$ cat src/hdl/assert_macros.svh
// Assertion macros for the modules that check their own behavior.
`ifndef ASSERT_MACROS_SVH
`define ASSERT_MACROS_SVH

// The expression holds at every clock edge outside reset.
`define ASSERT_ALWAYS(lbl, clk, rst_n, expr, msg) \
  lbl: assert property (@(posedge clk) disable iff (!rst_n) (expr)) else $error(msg);

// The consequent holds in the cycle after the antecedent.
`define ASSERT_NEXT(lbl, clk, rst_n, ante, cons, msg) \
  lbl: assert property (@(posedge clk) disable iff (!rst_n) (ante) |=> (cons)) \
    else $error(msg);

`endif

$ cat src/hdl/emb_pkg.sv
// Types, constants and the color ramp table of the emboss height map shader.
package emb_pkg;

  localparam int COORD_W   = 8;
  localparam int HEIGHT_W  = 8;
  localparam int MAP_DEPTH = 65536;
  localparam int LEVEL_W   = 6;
  localparam int COLOR_W   = 16;
  localparam int RAMP_SIZE = 64;
  localparam int RAMP_HALF = 32;

  localparam logic [7:0] LIGHT_RESET = 8'd128;
  localparam logic signed [17:0] LEVEL_BIAS = 18'sd32;
  localparam logic signed [17:0] LEVEL_MAX  = 18'sd63;

  localparam logic FUNC_WRITE = 1'b0;
  localparam logic FUNC_SHADE = 1'b1;

  localparam logic REG_LIGHT_X = 1'b0;
  localparam logic REG_LIGHT_Y = 1'b1;

  typedef struct packed {
    logic signed [7:0] gx;
    logic signed [7:0] gy;
    logic signed [8:0] wx;
    logic signed [8:0] wy;
  } emb_job_t;

  typedef logic [COLOR_W-1:0] ramp_rom_t [RAMP_SIZE];

  function automatic ramp_rom_t build_ramp();
    ramp_rom_t rom;
    int r;
    int g;
    int b;
    int k;
    for (int i = 0; i < RAMP_SIZE; i++) begin
      if (i < RAMP_HALF) begin
        r = (4049 - 111 * i) >> 5;
        g = (947 - 13 * i) >> 5;
        b = (13 + 13 * i) >> 5;
      end else begin
        k = i - RAMP_HALF;
        r = (608 + 19 * k) >> 5;
        g = (544 + 94 * k) >> 5;
        b = (416 + 92 * k) >> 5;
      end
      if (r > 255) r = 255;
      if (g > 255) g = 255;
      if (b > 255) b = 255;
      rom[i] = {5'(r >> 3), 6'(g >> 2), 5'(b >> 3)};
    end
    return rom;
  endfunction

  localparam ramp_rom_t RAMP = build_ramp();

endpackage

$ cat src/hdl/emb_queue.sv
// Short job queue between the front end and the shading back end.
module emb_queue #(
  parameter int DEPTH = 4
) (
  input  logic                       clk,
  input  logic                       rst_n,
  input  logic                       push,
  input  emb_pkg::emb_job_t          job_in,
  input  logic                       pop,
  output emb_pkg::emb_job_t          job_out,
  output logic                       empty,
  output logic [$clog2(DEPTH+1)-1:0] count
);
  import emb_pkg::*;

  localparam int AW = $clog2(DEPTH);
  localparam int CW = $clog2(DEPTH + 1);

  emb_job_t        slot_r [DEPTH];
  logic [AW-1:0]   head_r;
  logic [AW-1:0]   tail_r;
  logic [CW-1:0]   count_r;
  logic [AW-1:0]   head_nxt;
  logic [AW-1:0]   tail_nxt;
  logic [CW-1:0]   count_nxt;
  logic            do_pop;

  assign do_pop   = pop && (count_r != '0);
  assign head_nxt = (head_r == AW'(DEPTH - 1)) ? '0 : head_r + AW'(1);
  assign tail_nxt = (tail_r == AW'(DEPTH - 1)) ? '0 : tail_r + AW'(1);

  always_comb begin
    count_nxt = count_r;
    if (push && !do_pop) begin
      count_nxt = count_r + CW'(1);
    end else if (!push && do_pop) begin
      count_nxt = count_r - CW'(1);
    end
  end

  always_ff @(posedge clk) begin
    if (!rst_n) begin
      head_r  <= '0;
      tail_r  <= '0;
      count_r <= '0;
    end else begin
      count_r <= count_nxt;
      if (push) begin
        tail_r <= tail_nxt;
      end
      if (do_pop) begin
        head_r <= head_nxt;
      end
    end
  end

  always_ff @(posedge clk) begin
    if (push) begin
      slot_r[tail_r] <= job_in;
    end
  end

  assign job_out = slot_r[head_r];
  assign empty   = (count_r == '0);
  assign count   = count_r;

endmodule

$ cat config.mk
export PLATFORM = sky130hd
export DESIGN_NAME = emb_queue
export DESIGN_NICKNAME = d
export VERILOG_FILES = /design/src/hdl/assert_macros.svh /design/src/hdl/emb_pkg.sv /design/src/hdl/emb_queue.sv
export SDC_FILE = /design/constraint.sdc
export NUM_CORES = 1
export LEC_CHECK = 0
export BUFFER_PORTS_ARGS = -buffer_cell sky130_fd_sc_hd__buf_4
export CAP_MARGIN = 25
export CORE_ASPECT_RATIO = 1.5
export CORE_MARGIN = 2
export CORE_UTILIZATION = 44
export CTS_CLUSTER_SIZE = 30
export DETAILED_ROUTE_END_ITERATION = 16
export GPL_TIMING_DRIVEN = 0
export HOLD_SLACK_MARGIN = 0.03
export PLACE_DENSITY = 0.68
export SLEW_MARGIN = 30
export SYNTH_ARGS = -nofsm -noshare
export SYNTH_HDL_FRONTEND = slang
export SYNTH_SLANG_ARGS = --single-unit
$ cat constraint.sdc
create_clock -name clk -period 2.1 [get_ports clk]
set_input_delay 0.21 -clock clk [delete_from_list [all_inputs] [get_ports clk]]
set_output_delay 0.21 -clock clk [all_outputs]
set_load 0.05 [all_outputs]
Word level (Yosys, flattened, before mapping)
Memories as Yosys holds them, arrays and structs flattened. A register that Yosys moved wholly into a read port is not among the register bits.
Index checks and enable logic that the tools add are counted.
W data, S select, Z words.

storage, ports and cells
  flip-flop bits (word level) = 7
  RAM bits = 136
  input port bits = 38
  output and inout bits = 38
  logic and storage cells = 26
  memories kept = 1

memories
  name    depth  width  read ports  clocked after memory_dff  write ports  RTL line         text
  slot_r  4      34     1           1                         1            emb_queue.sv:19  emb_job_t slot_r [DEPTH];

cells by class
  add/sub/neg operators = 4
  equality and inequality tests = 2
  multiplexer cells = 8
  reduce and logical (&&, ||, !) cells = 8

operator list
  operator               number
  $mux W2                4
  $mux W3                2
  $add A2 B1 Y2 const B  2
  $eq A2 B2 Y1 const B   2
  $add A3 B1 Y3 const B  1
  $logic_and A1 B1 Y1    3
  $logic_not A3 Y1       1
  $reduce_bool A3 Y1     1
  $sub A3 B1 Y3 const B  1
  $logic_not A1 Y1       2
  $mux W1                2
  $reduce_bool A2 Y1     1

Logic depth before layout (Yosys ltp)
Gate-level depths: netlist (run 1).

  depth in word-level cells = 5
  depth in mapped cells = 7
  gate-level depth less buffers = 7

Least setup slack after synthesis (run 1)
OpenSTA, ideal clock, no wires.

  path type = flip-flop to flip-flop
  start = register count_r[0], in the netlist count[0]
  end = register count_r[2], in the netlist count[2]
  library setup time = 0.076 ns
  data arrival time = 2.266 ns
  data required time = 2.024 ns
  path slack = -0.241 ns
  stages on the path, launching flop included = 8
  clock period less this slack = 2.341 ns
  path through = dfxtp_1 -> o31ai_1 -> ha_1 -> inv_1 -> fa_1 -> xor2_1 -> or3_1 -> a21boi_0

on the way
  cells in the longest elaborated chain, start to end = 5

RTL lines
  element                                                RTL line         text
  start: declaration                                     emb_queue.sv:22  logic [CW-1:0] count_r;
  start signal: assignment                               emb_queue.sv:47  count_r <= count_nxt;
  branches (longest 5 deep; another with $sub A3 B1 Y3)  --

Parallel ways; which one is timed is not known. The select of a mux whose other input is x is not followed.
A chain may end at the register's enable or synchronous reset.

==> run metrics, run 1 <==
CTS Buf Count 17; area leader, netlist edfxtp_1; number of synthesized flops with an enable pin 136; Cell Int Power 0.00617 W; Required @ worst endpoint 1890 ps; Syn Inst Count 224; first-pass GRT wire length 14.4 mm; ANT nets after route 0; Total GRT Usage 0.152; largest net degree at the start of global routing 23; DP Worst Slack 37.5 ps; clock slew at reported path FFs 60 ps; crit-path max FO 10; clk buf depth 2; DPL Wire Length 5.99 mm; die area 0.0132 mm2; crit end category primary output; Setup Crit Path Kind reg -> out; NetSw 0.00285 W; Fill cells 925; io pins 76; Port Buffer Count 74; pins over their slew limit 0; Pre-Repair DR Iteration Count 4; period utilization 0.957; most common cell in the netlist edfxtp_1; Reg power frac 0.378; Max Cap Violations 0; Slew HR 0.670; Combinational Power Share 0.292; CTS H-tree depth 4; Hold Path Class in -> reg; status finished clean; Initial Util 0.450; number of global-route vias before repair 2815; LEAKAGE 2.52 nW; Hold Vio Cnt, Final 0; synthesized cell area 0.00541 mm2; Setup Skew 9.69 ps; row count 49; P per Cell Area 1250 mW/mm2; Layout area overhead 33.7%; Placed Instances 455; Multi-input gate area 0.00106 mm2; Switching Share 0.316; asr flop ratio synth 0; syn avg cell area 24.1 um2; via-per-instance ratio 5.03; top-area cell type share of the netlist area 0.755; Worst-Margin Slew 495 ps; Tmin final 2010 ps; YS warnings 0; post-synthesis sequential area ratio 0.789; crit path launch type register; Worst Path Arrival 1800 ps; final worst setup slack 89.5 ps; initial antenna violation count 0; WP buf/inv 3; Top Family by Delay on Critical Path buffers and inverters; Die Ht 140 um; share of layout cells above drive strength 1 0.427; DR DRC count 0; RSZ-0062 raised after global routing no; Iteration-0 DRC Markers 126; Synth area leaders edfxtp_1 (76%), mux4_2 (12%), dfxtp_1 (3.3%), mux4_1 (1.9%), ha_1 (1.4%); syn_nets 269; CTS tree built; Wirelength per Cell 18.1 um; main flop type after synthesis edfxtp_1; GRT overflow 0; Max VDD drop 0.00122 V; # clock sinks 145; CP max-delay cell mux4_2; Synth Register Bits 145; Design Power 0.00902 W; final wirelength 9.42 mm; worst hold margin 148 ps; ANT cells 0; final setup violation count 0; nets 400; die width 94.5 um; Clk pwr share 0.330; core box area 0.0120 mm2; worst path cell trace buf_6, buf_12, mux4_2, buf_4; Final Instance Count excl. Fillers 521; CP max stage delay 520 ps; routability cong. 0.633; Synth cell types 26; DR vias 2623; Clk Tree Root Cell clkbuf_16; clock latency at the later pin of the worst-skew pair 410 ps; Max Freq 0.497 GHz; register area 0.00427 mm2; Post-synth top cells edfxtp_1 (136), mux4_2 (30), dfxtp_1 (9)
==> sequential cells by signal, indices dropped and copies added, names as in the netlist, named ones only <==
signal,count
tail_r,2
count,3
slot_r,136
head_r,2
==> metrics by stage <==
stage | utilization | area (um2) | setup TNS, ps
3_5_place_dp | 0.522 | 6280 | 0
4_1_cts | 0.601 | 7220 | 0
5_1_grt | 0.602 | 7230 | 0
2_1_floorplan | - | 5420 | 0
3_3_place_gp | 0.514 | 6170 | -39620
6_report | 0.602 | 7230 | 0
==> worst register-to-register path, cell delays in order, from the launching register on <==
cell and delay (ps):
dfxtp_2 360, o31ai_4 240, ha_2 220, inv_1 60, fa_1 370, xor2_1 170, or3_1 290, a21boi_0 150
==> worst paths after layout <==
| check | from | to | slack [ps] | depth (start not counted) |
|---|---|---|---|---|
| max | register | job_out[16] | 90 | 4 |
| min | push | tail_r[0] | 150 | 3 |
| max reg2reg | count[0] | count[2] | 150 | 7 |
| min reg2reg | count[2] | count[2] | 520 | 2 |
==> power groups by stage <==
stage / combinational (W) / sequential [W] / clock (W)
5_1_grt: 0.00276 / 0.00342 / 0.00315
6_report: 0.00263 / 0.00341 / 0.00298
4_1_cts: 0.00266 / 0.00341 / 0.00304
3_3_place_gp: 0.00257 / 0.00345 / 0
3_5_place_dp: 0.00261 / 0.00346 / 0
2_1_floorplan: 0.00185 / 0.00351 / 0
==> cells in the final DEF, fill, tap and decap left out, types with 3 or more instances in the layout <==
cell	synthesis	layout
and2_2	0	4
buf_12	3	4
buf_16	0	3
buf_4	0	77
clkbuf_16	0	17
clkinvlp_4	0	3
dfxtp_1	9	6
dfxtp_2	0	3
dlygate4sd3_1	0	34
edfxtp_1	136	136
ha_1	6	5
inv_1	3	3
inv_6	0	7
mux4_1	4	4
mux4_2	30	30
o21ai_0	3	3
==> timing repair <==
action	4_1_cts	5_1_grt
setup endpoints to repair	30	8
gates resized for setup	2	3
setup buffers	0	1
hold buffers	34	0
endpoints found under the hold margin	136	0
pin swaps	0	2
==> cells by family after synthesis <==
family,after synthesis,synth area share
AND/OR/NAND/NOR,16,0.0162
flip-flops,145,0.789
adder cells (fa/ha/maj),7,0.0176
buffers and inverters,12,0.0194
XOR/XNOR,2,0.00324
AO/OA/AOI/OAI,6,0.00694
multiplexers,36,0.148
==> final cells by class <==
type	count	area share
sequential	145	0.590
multi-input combinational	67	0.147
timing repair buffer	113	0.139
clock buffer	17	0.0588
tap	153	0.0265
clock inverter	15	0.0239
buffer	8	0.0135
inverter	3	0.00156
==> per-layer routing <==
metal | track usage | part of all wire
met3 | 0.0422 | 0.044
met5 | 0 | 0
met4 | 0.0679 | 0.013
met2 | 0.279 | 0.58
met1 | 0.159 | 0.36
(Power assumes the default switching activity.)
==> inputs of run 2 (changes only) <==
--- a/config.mk
+++ b/config.mk
@@ -9,12 +9,12 @@
 export CAP_MARGIN = 25
 export CORE_ASPECT_RATIO = 1.5
 export CORE_MARGIN = 2
-export CORE_UTILIZATION = 44
+export CORE_UTILIZATION = 51
 export CTS_CLUSTER_SIZE = 30
 export DETAILED_ROUTE_END_ITERATION = 16
 export GPL_TIMING_DRIVEN = 0
 export HOLD_SLACK_MARGIN = 0.03
-export PLACE_DENSITY = 0.68
+export PLACE_DENSITY = 0.77
 export SLEW_MARGIN = 30
 export SYNTH_ARGS = -nofsm -noshare
 export SYNTH_HDL_FRONTEND = slang
==> run 2 against run 1 <==
Net effect: count of clock-buffer cells in the layout unchanged; global-route usage up 1.7 points; non-clock buffer count unchanged; sequential share of layout area down 0.64 points; total power up 4.4%; sequential power about the same; combinational power about the same; critical path depth unchanged; utilization up 9.6 points; clock skew down 4.0 ps; clock power up 13%; largest power group unchanged; highest routed layer unchanged.
==> run metrics, run 2 (synthesized netlist as in run 1, its figures left out) <==
# clock sinks 145 (unchanged); GRT overflow 0 (unchanged); Initial Util 0.516 (+0.0662); Setup Crit Path Kind reg -> out; crit end category primary output; Port Buffer Count 74 (unchanged); clock slew at reported path FFs 60 ps (about the same); Top Family by Delay on Critical Path buffers and inverters; die area 0.0115 mm2 (-13%); Placed Instances 446 (-2.0%); initial antenna violation count 0 (unchanged); Layout area overhead 35.2%; Most flops, register slot_r; share of layout cells above drive strength 1 0.424 (-0.00272); CTS tree built; Hold Path Class in -> reg; Total GRT Usage 0.170 (+0.0174); Max Cap Violations 0 (unchanged); nets 400 (unchanged); Die Ht 130 um (-6.9%); status finished clean; Hold Vio Cnt, Final 0 (unchanged); number of global-route vias before repair 2726 (-3.2%); commonest non-fill, non-tap cell in the layout edfxtp_1; clk buf depth 2 (unchanged); ANT cells 0 (unchanged); Final Instance Count excl. Fillers 512 (-1.7%); DR vias 2598 (-0.95%); WP buf/inv 3 (unchanged); crit-path max FO 10 (unchanged); routability cong. 0.682 (+7.6%); largest net degree at the start of global routing 22 (-4.3%); final instance area 0.00731 mm2 (+1.1%); CP max stage delay 530 ps (about the same); Wirelength per Cell 17.8 um (-1.5%); CTS H-tree depth 4 (unchanged); Design Power 0.00941 W (+4.4%); Max Freq 0.500 GHz (+0.52%); Tmin final 2000 ps (-10.3 ps); Setup Skew 5.70 ps (-4.00 ps); final worst setup slack 99.8 ps (+10.3 ps); clock latency at the later pin of the worst-skew pair 410 ps (about the same); LEAKAGE 2.57 nW (+1.8%); final setup violation count 0 (unchanged); CP max-delay cell mux4_2; Slew HR 0.561 (-0.109); P per Cell Area 1290 mW/mm2 (+3.2%); io pins 76 (unchanged); CTS Buf Count 17 (unchanged); Pre-Repair DR Iteration Count 4 (unchanged); pins over their slew limit 0 (unchanged); ANT nets after route 0 (unchanged); worst path cell trace buf_6, buf_12, mux4_2, buf_4; die width 88.1 um (-6.8%); DR DRC count 0 (unchanged); via-per-instance ratio 5.07 (+0.79%); Max VDD drop 0.000846 V (-31%); Fill cells 687 (-26%); DPL Wire Length 5.69 mm (-5.1%); Worst-Margin Slew 659 ps (+164 ps); final wirelength 9.11 mm (-3.2%); first-pass GRT wire length 13.6 mm (-5.3%); Required @ worst endpoint 1890 ps (about the same); Iteration-0 DRC Markers 145 (+15%); period utilization 0.952 (-0.00492); DP Area 0.00627 mm2 (about the same); crit path launch type register; RSZ-0062 raised after global routing no; row count 46 (-6.1%); DP Worst Slack 21.7 ps (-15.8 ps); Worst Path Arrival 1790 ps (about the same); core box area 0.0105 mm2 (-13%); Clk Tree Root Cell clkbuf_16; max reg flops 136 (unchanged); most frequent cells in the layout edfxtp_1 (136), buf_4 (76), dlygate4sd3_1 (34), mux4_2 (30), clkbuf_16 (17)
[run 2: changes by cell type in the layout (fill, tap and decap cells not counted)]
cell,previous run,this run
inv_6,7,2
buf_12,4,3
buf_16,3,4
clkinv_1,0,1
clkinvlp_4,3,1
clkinv_4,2,4
bufinv_16,2,6
clkbuf_4,1,2
buf_4,77,76
[run 2: worst register-to-register path, cell delays in order (launching register included)]
cell and delay [ps]:
dfxtp_2 350, o31ai_4 270, ha_2 220, inv_1 50, fa_1 370, xor2_1 180
or3_1 300, a21boi_0 170
[run 2: final timing paths]
check	slack [ps]	startpoint	endpoint	cells after the start
worst max register to register	110	count[2]	count[2]	7
worst min-delay path	140	push	tail_r[1]	3
worst max-delay path	100	register	job_out[1]	4
worst min register to register	540	count[2]	count[2]	2
[run 2: where the power goes]
group | internal, W | switching (W)
sequential | 0.00333 | 0.0000836
combinational | 0.00106 | 0.00157
clock | 0.00224 | 0.00113
[run 2: cell type report]
class | count | area [um2] | area share
sequential | 145 | 4270 | 0.584
multi-input combinational | 67 | 1060 | 0.145
timing repair buffer | 113 | 1010 | 0.139
clock buffer | 17 | 425 | 0.0582
clock inverter | 15 | 255 | 0.0349
tap | 144 | 180 | 0.0246
buffer | 8 | 97.6 | 0.0133
inverter | 3 | 11.3 | 0.00154
[run 2: repair_timing]
action	CTS	global route
resized for setup	1	4
buffers inserted	0	1
pin swaps	0	2
endpoints found under the setup margin	30	31
hold buffers	34	0
hold endpoints to repair	136	0
[run 2: metal layers]
metal / vias to the layer above / GRT usage / part of all wire
met1: 1316 / 0.194 / 0.40
met4: 0 / 0.0766 / 0.015
met5: - / 0 / 0
met3: 8 / 0.0626 / 0.043
met2: 72 / 0.286 / 0.55
li1: 1202 / - / -
[run 2: metrics by stage]
step | TNS (ps) | utilization | hold slack [ps]
global placement | -38680 | 0.588 | 409
finish | 0 | 0.698 | 137
CTS | -1280 | 0.697 | 121
global route | 0 | 0.698 | 152
detailed placement | 0 | 0.599 | 414
floorplan | 0 | - | 309
