<file path="src/hdl/assert_macros.svh">
// Assertion macros for the modules that check their own behavior.
`ifndef ASSERT_MACROS_SVH
`define ASSERT_MACROS_SVH

// The expression holds at every clock edge outside reset.
`define ASSERT_ALWAYS(lbl, clk, rst_n, expr, msg) \
  lbl: assert property (@(posedge clk) disable iff (!rst_n) (expr)) else $error(msg);

// The consequent holds in the cycle after the antecedent.
`define ASSERT_NEXT(lbl, clk, rst_n, ante, cons, msg) \
  lbl: assert property (@(posedge clk) disable iff (!rst_n) (ante) |=> (cons)) \
    else $error(msg);

`endif

</file>
<file path="src/hdl/emb_pkg.sv">
// Types, constants and the color ramp table of the emboss height map shader.
package emb_pkg;

  localparam int COORD_W   = 8;
  localparam int HEIGHT_W  = 8;
  localparam int MAP_DEPTH = 65536;
  localparam int LEVEL_W   = 6;
  localparam int COLOR_W   = 16;
  localparam int RAMP_SIZE = 64;
  localparam int RAMP_HALF = 32;

  localparam logic [7:0] LIGHT_RESET = 8'd128;
  localparam logic signed [17:0] LEVEL_BIAS = 18'sd32;
  localparam logic signed [17:0] LEVEL_MAX  = 18'sd63;

  localparam logic FUNC_WRITE = 1'b0;
  localparam logic FUNC_SHADE = 1'b1;

  localparam logic REG_LIGHT_X = 1'b0;
  localparam logic REG_LIGHT_Y = 1'b1;

  typedef struct packed {
    logic signed [7:0] gx;
    logic signed [7:0] gy;
    logic signed [8:0] wx;
    logic signed [8:0] wy;
  } emb_job_t;

  typedef logic [COLOR_W-1:0] ramp_rom_t [RAMP_SIZE];

  function automatic ramp_rom_t build_ramp();
    ramp_rom_t rom;
    int r;
    int g;
    int b;
    int k;
    for (int i = 0; i < RAMP_SIZE; i++) begin
      if (i < RAMP_HALF) begin
        r = (4049 - 111 * i) >> 5;
        g = (947 - 13 * i) >> 5;
        b = (13 + 13 * i) >> 5;
      end else begin
        k = i - RAMP_HALF;
        r = (608 + 19 * k) >> 5;
        g = (544 + 94 * k) >> 5;
        b = (416 + 92 * k) >> 5;
      end
      if (r > 255) r = 255;
      if (g > 255) g = 255;
      if (b > 255) b = 255;
      rom[i] = {5'(r >> 3), 6'(g >> 2), 5'(b >> 3)};
    end
    return rom;
  endfunction

  localparam ramp_rom_t RAMP = build_ramp();

endpackage

</file>
<file path="src/hdl/emb_back.sv">
// Back end: gradient weighting, level clamp, ramp lookup and the result register.
module emb_back (
  input  logic                 clk,
  input  logic                 rst_n,
  input  logic                 job_avail,
  input  emb_pkg::emb_job_t    job,
  output logic                 job_pop,
  input  logic                 res_pop,
  output logic                 res_valid,
  output logic [15:0]          color,
  output logic [5:0]           level
);
  import emb_pkg::*;

  logic                 p_valid_r;
  logic signed [16:0]   prod_x_r;
  logic signed [16:0]   prod_y_r;
  logic                 r_valid_r;
  logic [15:0]          color_r;
  logic [5:0]           level_r;

  logic                 r_load;
  logic                 p_load;
  logic signed [16:0]   prod_x_nxt;
  logic signed [16:0]   prod_y_nxt;
  logic signed [17:0]   sum;
  logic signed [17:0]   biased;
  logic [5:0]           level_nxt;

  assign r_load  = !r_valid_r || res_pop;
  assign p_load  = !p_valid_r || r_load;
  assign job_pop = job_avail && p_load;

  assign prod_x_nxt = 17'(job.gx) * 17'(job.wx);
  assign prod_y_nxt = 17'(job.gy) * 17'(job.wy);

  assign sum    = 18'(prod_x_r) + 18'(prod_y_r);
  assign biased = (sum >>> 5) + LEVEL_BIAS;

  always_comb begin
    priority if (biased < 18'sd0) begin
      level_nxt = '0;
    end else if (biased > LEVEL_MAX) begin
      level_nxt = LEVEL_MAX[5:0];
    end else begin
      level_nxt = biased[5:0];
    end
  end

  always_ff @(posedge clk) begin
    if (!rst_n) begin
      p_valid_r <= 1'b0;
      r_valid_r <= 1'b0;
    end else begin
      if (p_load) begin
        p_valid_r <= job_pop;
      end
      if (r_load) begin
        r_valid_r <= p_valid_r;
      end
    end
  end

  always_ff @(posedge clk) begin
    if (job_pop) begin
      prod_x_r <= prod_x_nxt;
      prod_y_r <= prod_y_nxt;
    end
    if (r_load && p_valid_r) begin
      level_r <= level_nxt;
      color_r <= RAMP[level_nxt];
    end
  end

  assign res_valid = r_valid_r;
  assign color     = color_r;
  assign level     = level_r;

endmodule

</file>
<file path="config.mk">
export PLATFORM = sky130hd
export DESIGN_NAME = emb_back
export DESIGN_NICKNAME = d
export VERILOG_FILES = /design/src/hdl/assert_macros.svh /design/src/hdl/emb_pkg.sv /design/src/hdl/emb_back.sv
export SDC_FILE = /design/constraint.sdc
export NUM_CORES = 1
export LEC_CHECK = 0
export BUFFER_PORTS_ARGS = -buffer_cell sky130_fd_sc_hd__buf_2
export CAP_MARGIN = 20
export CORE_MARGIN = 2
export CORE_UTILIZATION = 60
export CTS_CLUSTER_DIAMETER = 120
export DETAILED_ROUTE_END_ITERATION = 10
export GPL_TIMING_DRIVEN = 1
export PLACE_DENSITY = 0.81
export SLEW_MARGIN = 20
export SYNTH_ARGS = -nofsm -noshare
export SYNTH_HDL_FRONTEND = slang
export SYNTH_SLANG_ARGS = --single-unit
</file>
<file path="constraint.sdc">
create_clock -name clk -period 7 [get_ports clk]
set_input_delay 1.75 -clock clk [delete_from_list [all_inputs] [get_ports clk]]
set_output_delay 1.75 -clock clk [all_outputs]
set_load 0.1 [all_outputs]
</file>
* Word-level counts from Yosys, hierarchy flattened
Memory sizes are Yosys's and may differ from the RTL's. A register that Yosys moved wholly into a read port is not among the register bits. Cells that the tools add are included.
Word-level totals: register bits after elaboration 42, latch bits 0, memory bits (writable) 0, ROM bits 1024, bits of input ports 38, logic and storage cells 21, memories kept 1
Operators by class: $add $sub $neg 2, multiply operators 2, div/mod/pow operators 0, magnitude comparators 2, eq/ne operators 0, shifts and indexed selects 0, multiplexer cells 2, bitwise gates (word level) 1, reductions and logical operators 6
Memory list:
- (name not given) | depth 64, bits a word 16, rd ports 1, clocked after memory_dff 1, wr ports 0, line emb_back.sv:71 | color_r <= RAMP[level_nxt];
Operators with widths (number):
- $mul 8x9->17 | 2
- $add 17x17->18 | 1
- $add 13x7->14 const B | 1
- $gt 14x7->1 const B | 1
- $lt 14x1->1 const B | 1
- $mux 6 | 2
- $not 6->7 | 1
- $logic_and 1x1->1 | 2
- $logic_not 1->1 | 2
- $logic_or 1x1->1 | 2

* Logic depth before layout (Yosys ltp)
Gate-level depths: netlist (run 1).
word-level depth 6, depth in mapped cells 25, depth with buffers taken out 22

* Worst setup path after synthesis (run 1)
Ideal clock, no wire load.
kind input -> output, start point input port res_pop, end point output port job_pop, arrival time 6442 ps, data required time 5250 ps, path slack -1192 ps, stages on the path 2, path buffers 0, path through nor2b_1 -> a21boi_0
Between the ends: word-level cells in the longest chain between the ends 3
RTL lines:
- start, declared | line emb_back.sv:8 | input logic res_pop,
- $logic_or 1x1->1 | line emb_back.sv:30 | assign r_load = !r_valid_r || res_pop;
- $logic_or 1x1->1 | line emb_back.sv:31 | assign p_load = !p_valid_r || r_load;
- $logic_and 1x1->1 | line emb_back.sv:32 | assign job_pop = job_avail && p_load;
- end, declared | line emb_back.sv:7 | output logic job_pop,
No other way between the ends.

* Worst setup path in the final report (run 1)
start point input port job[12] (netlist bit), end point register prod_x_r[16] (data pin)
Between the ends: word-level cells in the longest chain between the ends 1
RTL lines:
- start, declared | line emb_back.sv:6 | input emb_pkg::emb_job_t job,
- $mul 8x9->17 | line emb_back.sv:34 | assign prod_x_nxt = 17'(job.gx) * 17'(job.wx);
- net prod_x_nxt[16] | line emb_back.sv:24 | logic signed [16:0] prod_x_nxt;
- end signal, assigned | line emb_back.sv:66 | prod_x_r <= prod_x_nxt;
- end, declared | line emb_back.sv:16 | logic signed [16:0] prod_x_r;
The timed path passes the listed nets, and every way through them passes these cells. A chain may end at the register's enable or synchronous reset.

==> results.cfg, run 1 <==
[global_route]
grt_pass1_vias = 6847
grt_overflow = 0
grt_use_total_pct = 23.91
grt_max_degree = 35
antenna_found_initial = 0
grt_first_pass_wirelength_mm = 31.03

[sta]
period_minus_slack_ns = 6.201
timing.fmax_mhz = 161.3
relSlewSlack_pct = 31.10
whs_ns = 0.5775
rsz0062_at_grt = false
clock_skew_ns = 0.01508
tightest_slew_ns = 1.026
hold_violations = 0
drv_slew = 0
setup_tns_ns = 0
setup_violations = 0
min_period_over_period_pct = 88.59

[critical_path]
worstPathArrival_ns = 6.24
required_ns = 7.04
cp-end-kind = register
critPathMaxFanout = 8
path_class = primary input to register
crit_path_start_kind = primary input

[cts]
cts.root.buffer_cell = clkbuf_16
ctsResizeCount = 0
clk_path_buf_depth = 2
cts_setup_buffers = 0
hold_buffers = 0
clk_pin_slew_ns = 0.07
cts_inserted_buffers = 5
clk_latency_ns = 0.29
cts_tree = yes
htreeDepth = 2
clkSinkCount = 55

[synthesis]
netlist_top_cells_count = inv_1 (152), fa_1 (122), and2_1 (88)
synth-edff-count = 53
ys_types = 75
synth_area_leaders = fa_1 (28%), edfxtp_1 (18%), ha_1 (12%), inv_1 (6.5%), and2_1 (6.3%)
syn_area_per_cell_sq_um = 9.514
ys_warn_count = 0
yosys_most_used_dff = edfxtp_1
synth_top_area_share_pct = 27.87
synth.largest_area_cell = fa_1
async_reset_ff_share_pct = 0
ys_seq_area_share_pct = 18.62
yosysMostFrequentCell = inv_1
ys_seq_elements = 55
syn-instance-count = 921
syn_area_sq_um = 8762

[detailed_routing]
wl_per_cell_um = 15.69
dr.pass1.iters = 5
drt_wl_total_mm = 18.17
drc = 0
antenna_left = 0
routed_via_density = 5.679
num_vias = 6576
drtIter0Drc = 412

[job]
cap_viol_max_count = 0

[die]
dieWidth_um = 124.8
die_h_um = 124.8
coreArea_sq_um = 14420
dieArea_sq_um = 15590
initial_core_util_pct = 60.75
pin_count = 62
rows = 44

[layout]
diodes = 0
multi_input_area_sq_um = 6476
fill_cells = 1211
seqCellArea_sq_um = 1632
area_growth_syn_to_layout_pct = 7.197
drive_above_1_share_pct = 9.035
nNetsFinal = 1218

[place]
dp_hpwl_mm = 15.17
numPortBuffers = 58
gp_congestion = 0.9307

[run_status]
status = complete, no violations

[min_path]
hold_path.class = register to register
layout by cell type (no fill, tap or decap), types with 7 or more instances in the layout:
master / netlist / layout
a21boi_0: 9 / 8
a21o_1: 7 / 7
a21oi_1: 42 / 42
a31oi_1: 7 / 7
and2_1: 88 / 88
buf_2: 4 / 58
edfxtp_1: 53 / 53
fa_1: 122 / 122
ha_1: 85 / 85
inv_1: 152 / 152
nand2_1: 74 / 74
nand2b_1: 22 / 22
nand3_1: 16 / 16
nor2_1: 37 / 37
o21ai_0: 41 / 41
xnor2_1: 34 / 33
sequential cells by signal, summed over array words and instances (netlist names):
| register | flops |
|---|---|
| prod_x_r | 17 |
| level | 6 |
| res_valid | 1 |
| prod_y_r | 17 |
| color | 13 |
| p_valid_r | 1 |
stage by stage:
step / instances / instance area [sq um] / setup WS (ns) / utilization [%]
2_1_floorplan: 923 / 8770 / 0.4038 / -
3_3_place_gp: 1150 / 9240 / 0.6108 / 64.06
6_report: 1158 / 9393 / 0.7988 / 65.12
3_5_place_dp: 1150 / 9248 / 0.5427 / 64.11
5_1_grt: 1158 / 9393 / 0.5354 / 65.12
4_1_cts: 1158 / 9393 / 0.8293 / 65.12
area by class of cell:
| cell class | instances | share of cell area, % |
|---|---|---|
| multi-input combinational | 694 | 68.95 |
| sequential | 55 | 17.37 |
| inverter | 153 | 6.114 |
| timing repair buffer | 64 | 3.570 |
| tap | 184 | 2.451 |
| clock buffer | 6 | 1.372 |
| clock inverter | 2 | 0.1732 |
critical path: stages:
cell	delay (ns)
buf_2	0.14
and2_1	0.18
fa_1	0.41
inv_1	0.08
fa_1	0.41
fa_1	0.49
fa_1	0.54
inv_1	0.04
ha_1	0.32
nor2b_1	0.14
o21ai_0	0.23
a21boi_0	0.16
o21ai_0	0.23
a21boi_0	0.18
o21a_1	0.21
o21ai_0	0.15
nand2b_1	0.07
a21oi_1	0.23
o21ai_0	0.15
xnor2_1	0.14
layer usage:
| layer | part of all wire (%) | routed length (um) | GRT usage, % | vias up |
|---|---|---|---|---|
| met2 | 50 | 9147 | 42.21 | 217 |
| met5 | 0 | 0 | 0 | - |
| met4 | 4.3 | 774 | 9.739 | 0 |
| met1 | 41 | 7459 | 29.88 | 3170 |
| met3 | 4.3 | 786 | 2.921 | 54 |
| li1 | - | - | - | 3135 |
path summary, 6_finish.rpt:
check / start / to / slack, ns / depth (start not counted)
max: job[12] / prod_x_r[16] / 0.80 / 20
min reg2reg: p_valid_r / p_valid_r / 0.58 / 2
max reg2reg: prod_x_r[9] / color[13] / 1.52 / 19
min: p_valid_r / p_valid_r / 0.58 / 2
cells by family (layout without fill, tap and decap cells):
family | Yosys count | count (layout) | share of synthesized area (%)
other | 1 | 3 | 0.04280
muxes | 3 | 3 | 0.3713
buffers and inverters | 174 | 225 | 7.768
xor gates and xnor gates | 40 | 40 | 3.998
AOI/OAI and AO/OA | 162 | 162 | 12.29
adders and majority gates | 207 | 207 | 40.01
and+or+nand+nor | 279 | 279 | 16.89
DFF | 55 | 55 | 18.62
Power of run 1 is not shown: default switching activity piles up to over one toggle a cycle in this logic, so the estimate is an artifact.
==> run 2: changes to the inputs <==
Settings changed: ABC_AREA set to 1, CORE_UTILIZATION 60 to 35, PLACE_DENSITY 0.81 to 0.53.
==> run 2 against run 1 <==
Worst setup slack improved by 0.043 ns. Via count increased by 0.76%. Final cell count increased by 29%. First-iteration DRC count decreased by 26%. Non-clock buffer count decreased by 3. Clock-buffer cell count decreased by 1. Synthesized cell count increased by 22%. Sequential share of layout area decreased by 0.41 points. Fmax increased by 0.70%. Hold slack got worse by 0.10 ns. Global-route usage decreased by 10 points.
==> results.cfg, run 2 <==
[critical_path]
worstPathArrival_ns = 6.20
path_cells = buf_2 > or2_2 > fa_1 > fa_1 > inv_1 > fa_1 > fa_1 > ha_1 > a21oi_1 > and2_1 > inv_1 > a21oi_1 > nor2_1 > o21ai_0 > nand2_1 > a21oi_1 > o21ai_0 > a21oi_1 > nor2_1 > nor2_1 > xor2_1
timing.rr.start = prod_y_r[4]
r2r_end = color[0]
required_ns = 7.04
path_class = primary input to register
crit_buf_inv = 3
cp_slowest_cell = fa_1
slowest_delay_ns = 0.54
critPathMaxFanout = 8
reg2regPathDepth = 24
critPathTopFamily = adder cells
cp-end-kind = register
crit_path_start_kind = primary input
crit_cells = 21
r2r_slack_ns = 2.60

[detailed_routing]
drtIter0Drc = 303
antenna_left = 0
drc = 0
num_vias = 6626
drt_wl_total_mm = 17.20
routed_via_density = 4.450
wl_per_cell_um = 11.55
dr.pass1.iters = 5

[layout]
postLayoutCellArea_sq_um = 9619
stdcell_count = 1489
drive_above_1_share_pct = 8.714
final_cell_mix = inv_1 (295), nand2_1 (282), fa_1 (122)
diodes = 0
final_common_cell = inv_1
area_growth_syn_to_layout_pct = 8.099
nNetsFinal = 1403

[place]
place_area_sq_um = 9467
gp_congestion = 0.8353
dp_hpwl_mm = 14.77
numPortBuffers = 58
dp.cells = 1481

[sta]
hold_violations = 0
min_period_over_period_pct = 87.98
clock_skew_ns = 0.01317
rsz0062_at_grt = false
period_minus_slack_ns = 6.158
setup_violations = 0
whs_ns = 0.4745
drv_slew = 0
setup_tns_ns = 0
timing.fmax_mhz = 162.4

[cts]
cts_setup_buffers = 0
hold_buffers = 0
clk_path_buf_depth = 2
cts.root.buffer_cell = clkbuf_16
ctsResizeCount = 0
clk_pin_slew_ns = 0.08
clk_latency_ns = 0.30
clkSinkCount = 55
cts_tree = yes
cts_inserted_buffers = 5
htreeDepth = 2

[die]
rows = 58
dieArea_sq_um = 26720
dieWidth_um = 163.5
die_h_um = 163.5
coreArea_sq_um = 25040
initial_core_util_pct = 35.54
pin_count = 62

[synthesis]
synth_area_leaders = fa_1 (27%), edfxtp_1 (18%), inv_1 (12%), ha_1 (12%), nand2_1 (12%)
netlist_top_cells_count = inv_1 (295), nand2_1 (282), fa_1 (122)
ys_seq_elements = 55
yosysMostFrequentCell = inv_1
syn_area_sq_um = 8899
synth_top_area_share_pct = 27.45
yosys_most_used_dff = edfxtp_1
synth.largest_area_cell = fa_1
ys_warn_count = 0
synth-edff-count = 53
async_reset_ff_share_pct = 0
ys_seq_area_share_pct = 18.34
syn_area_per_cell_sq_um = 7.896
syn-instance-count = 1127
ys_types = 34

[job]
cap_viol_max_count = 0

[global_route]
antenna_found_initial = 0
grt_pass1_vias = 6753
grt_first_pass_wirelength_mm = 30.46
grt_overflow = 0
grt_max_degree = 36
grt_use_total_pct = 13.82

[min_path]
worstHoldEndpoint = res_valid
hold_depth = 2
hold_path.class = register to register
hp-start = p_valid_r

[run_status]
status = complete, no violations
run 2: cell count changes after synthesis, sizes merged, moves of 7 or more:
cell | previous run | this run
a21o | 7 | 0
or2 | 2 | 14
nand2 | 75 | 288
nand2b | 22 | 0
xor2 | 6 | 27
and2 | 89 | 2
a21boi | 10 | 0
o21ai | 46 | 25
clkbuf | 12 | 32
nand3 | 16 | 47
inv | 152 | 302
xnor2 | 34 | 14
run 2: worst max path at each step:
stage | startpoint | to
detailed placement | job[0] | prod_y_r[16]
finish | job[0] | prod_y_r[16]
floorplan | job[0] | prod_y_r[16]
CTS | job[0] | prod_y_r[16]
global route | job[33] | prod_x_r[16]
global placement | job[0] | prod_y_r[16]
run 2: kinds of logic after synthesis:
kind of cell	Yosys count	synth area share (%)
compound gates	76	4.612
xor+xnor	41	4.120
fa+ha+maj	207	39.40
buf+inv	343	14.68
flops	55	18.34
other cells	1	0.04214
simple gates	404	18.81
run 2: worst register-to-register path, cell delays in order, from the launching register on:
cell,delay [ns]
edfxtp_1,0.42
ha_1,0.33
nand2_1,0.14
inv_1,0.07
a21oi_1,0.14
nand2_1,0.13
nand2_1,0.08
nand2_1,0.07
xor2_2,0.27
ha_1,0.23
nand3_1,0.14
inv_2,0.10
nand3b_2,0.11
o21bai_4,0.38
nand2_2,0.22
nand3_1,0.22
nand2_1,0.20
inv_1,0.17
ha_1,0.25
nand3_1,0.10
o21ai_0,0.10
nand2_1,0.07
nand2_1,0.05
nand2_1,0.08
nand3_1,0.08
run 2: metrics by stage:
step                      setup slack (ns)  utilization (%)
after floorplan                     0.8101                -
after global placement              0.5891            37.81
after CTS                           0.8169            38.42
after global routing                0.4287            38.42
final                               0.8417            38.42
after detailed placement            0.5198            37.81
run 2: metal layers:
metal / track usage (%) / up-vias / wire [um]
li1: - / 3392 / -
met3: 1.447 / 10 / 402
met4: 1.635 / 0 / 121
met2: 25.37 / 61 / 8767
met5: 0 / - / 0
met1: 18.06 / 3163 / 7910
run 2: layout make-up:
type | instances | area (sq um)
well taps | 330 | 412.9
flip-flops and latches | 55 | 1632
clock buffers | 5 | 125.1
repair buffers | 61 | 312.8
fillers | 2604 | 15420
clock inverters | 3 | 27.53
multi-input cells | 731 | 5968
inverters | 304 | 1141
Power of run 2 is left out for the same reason.
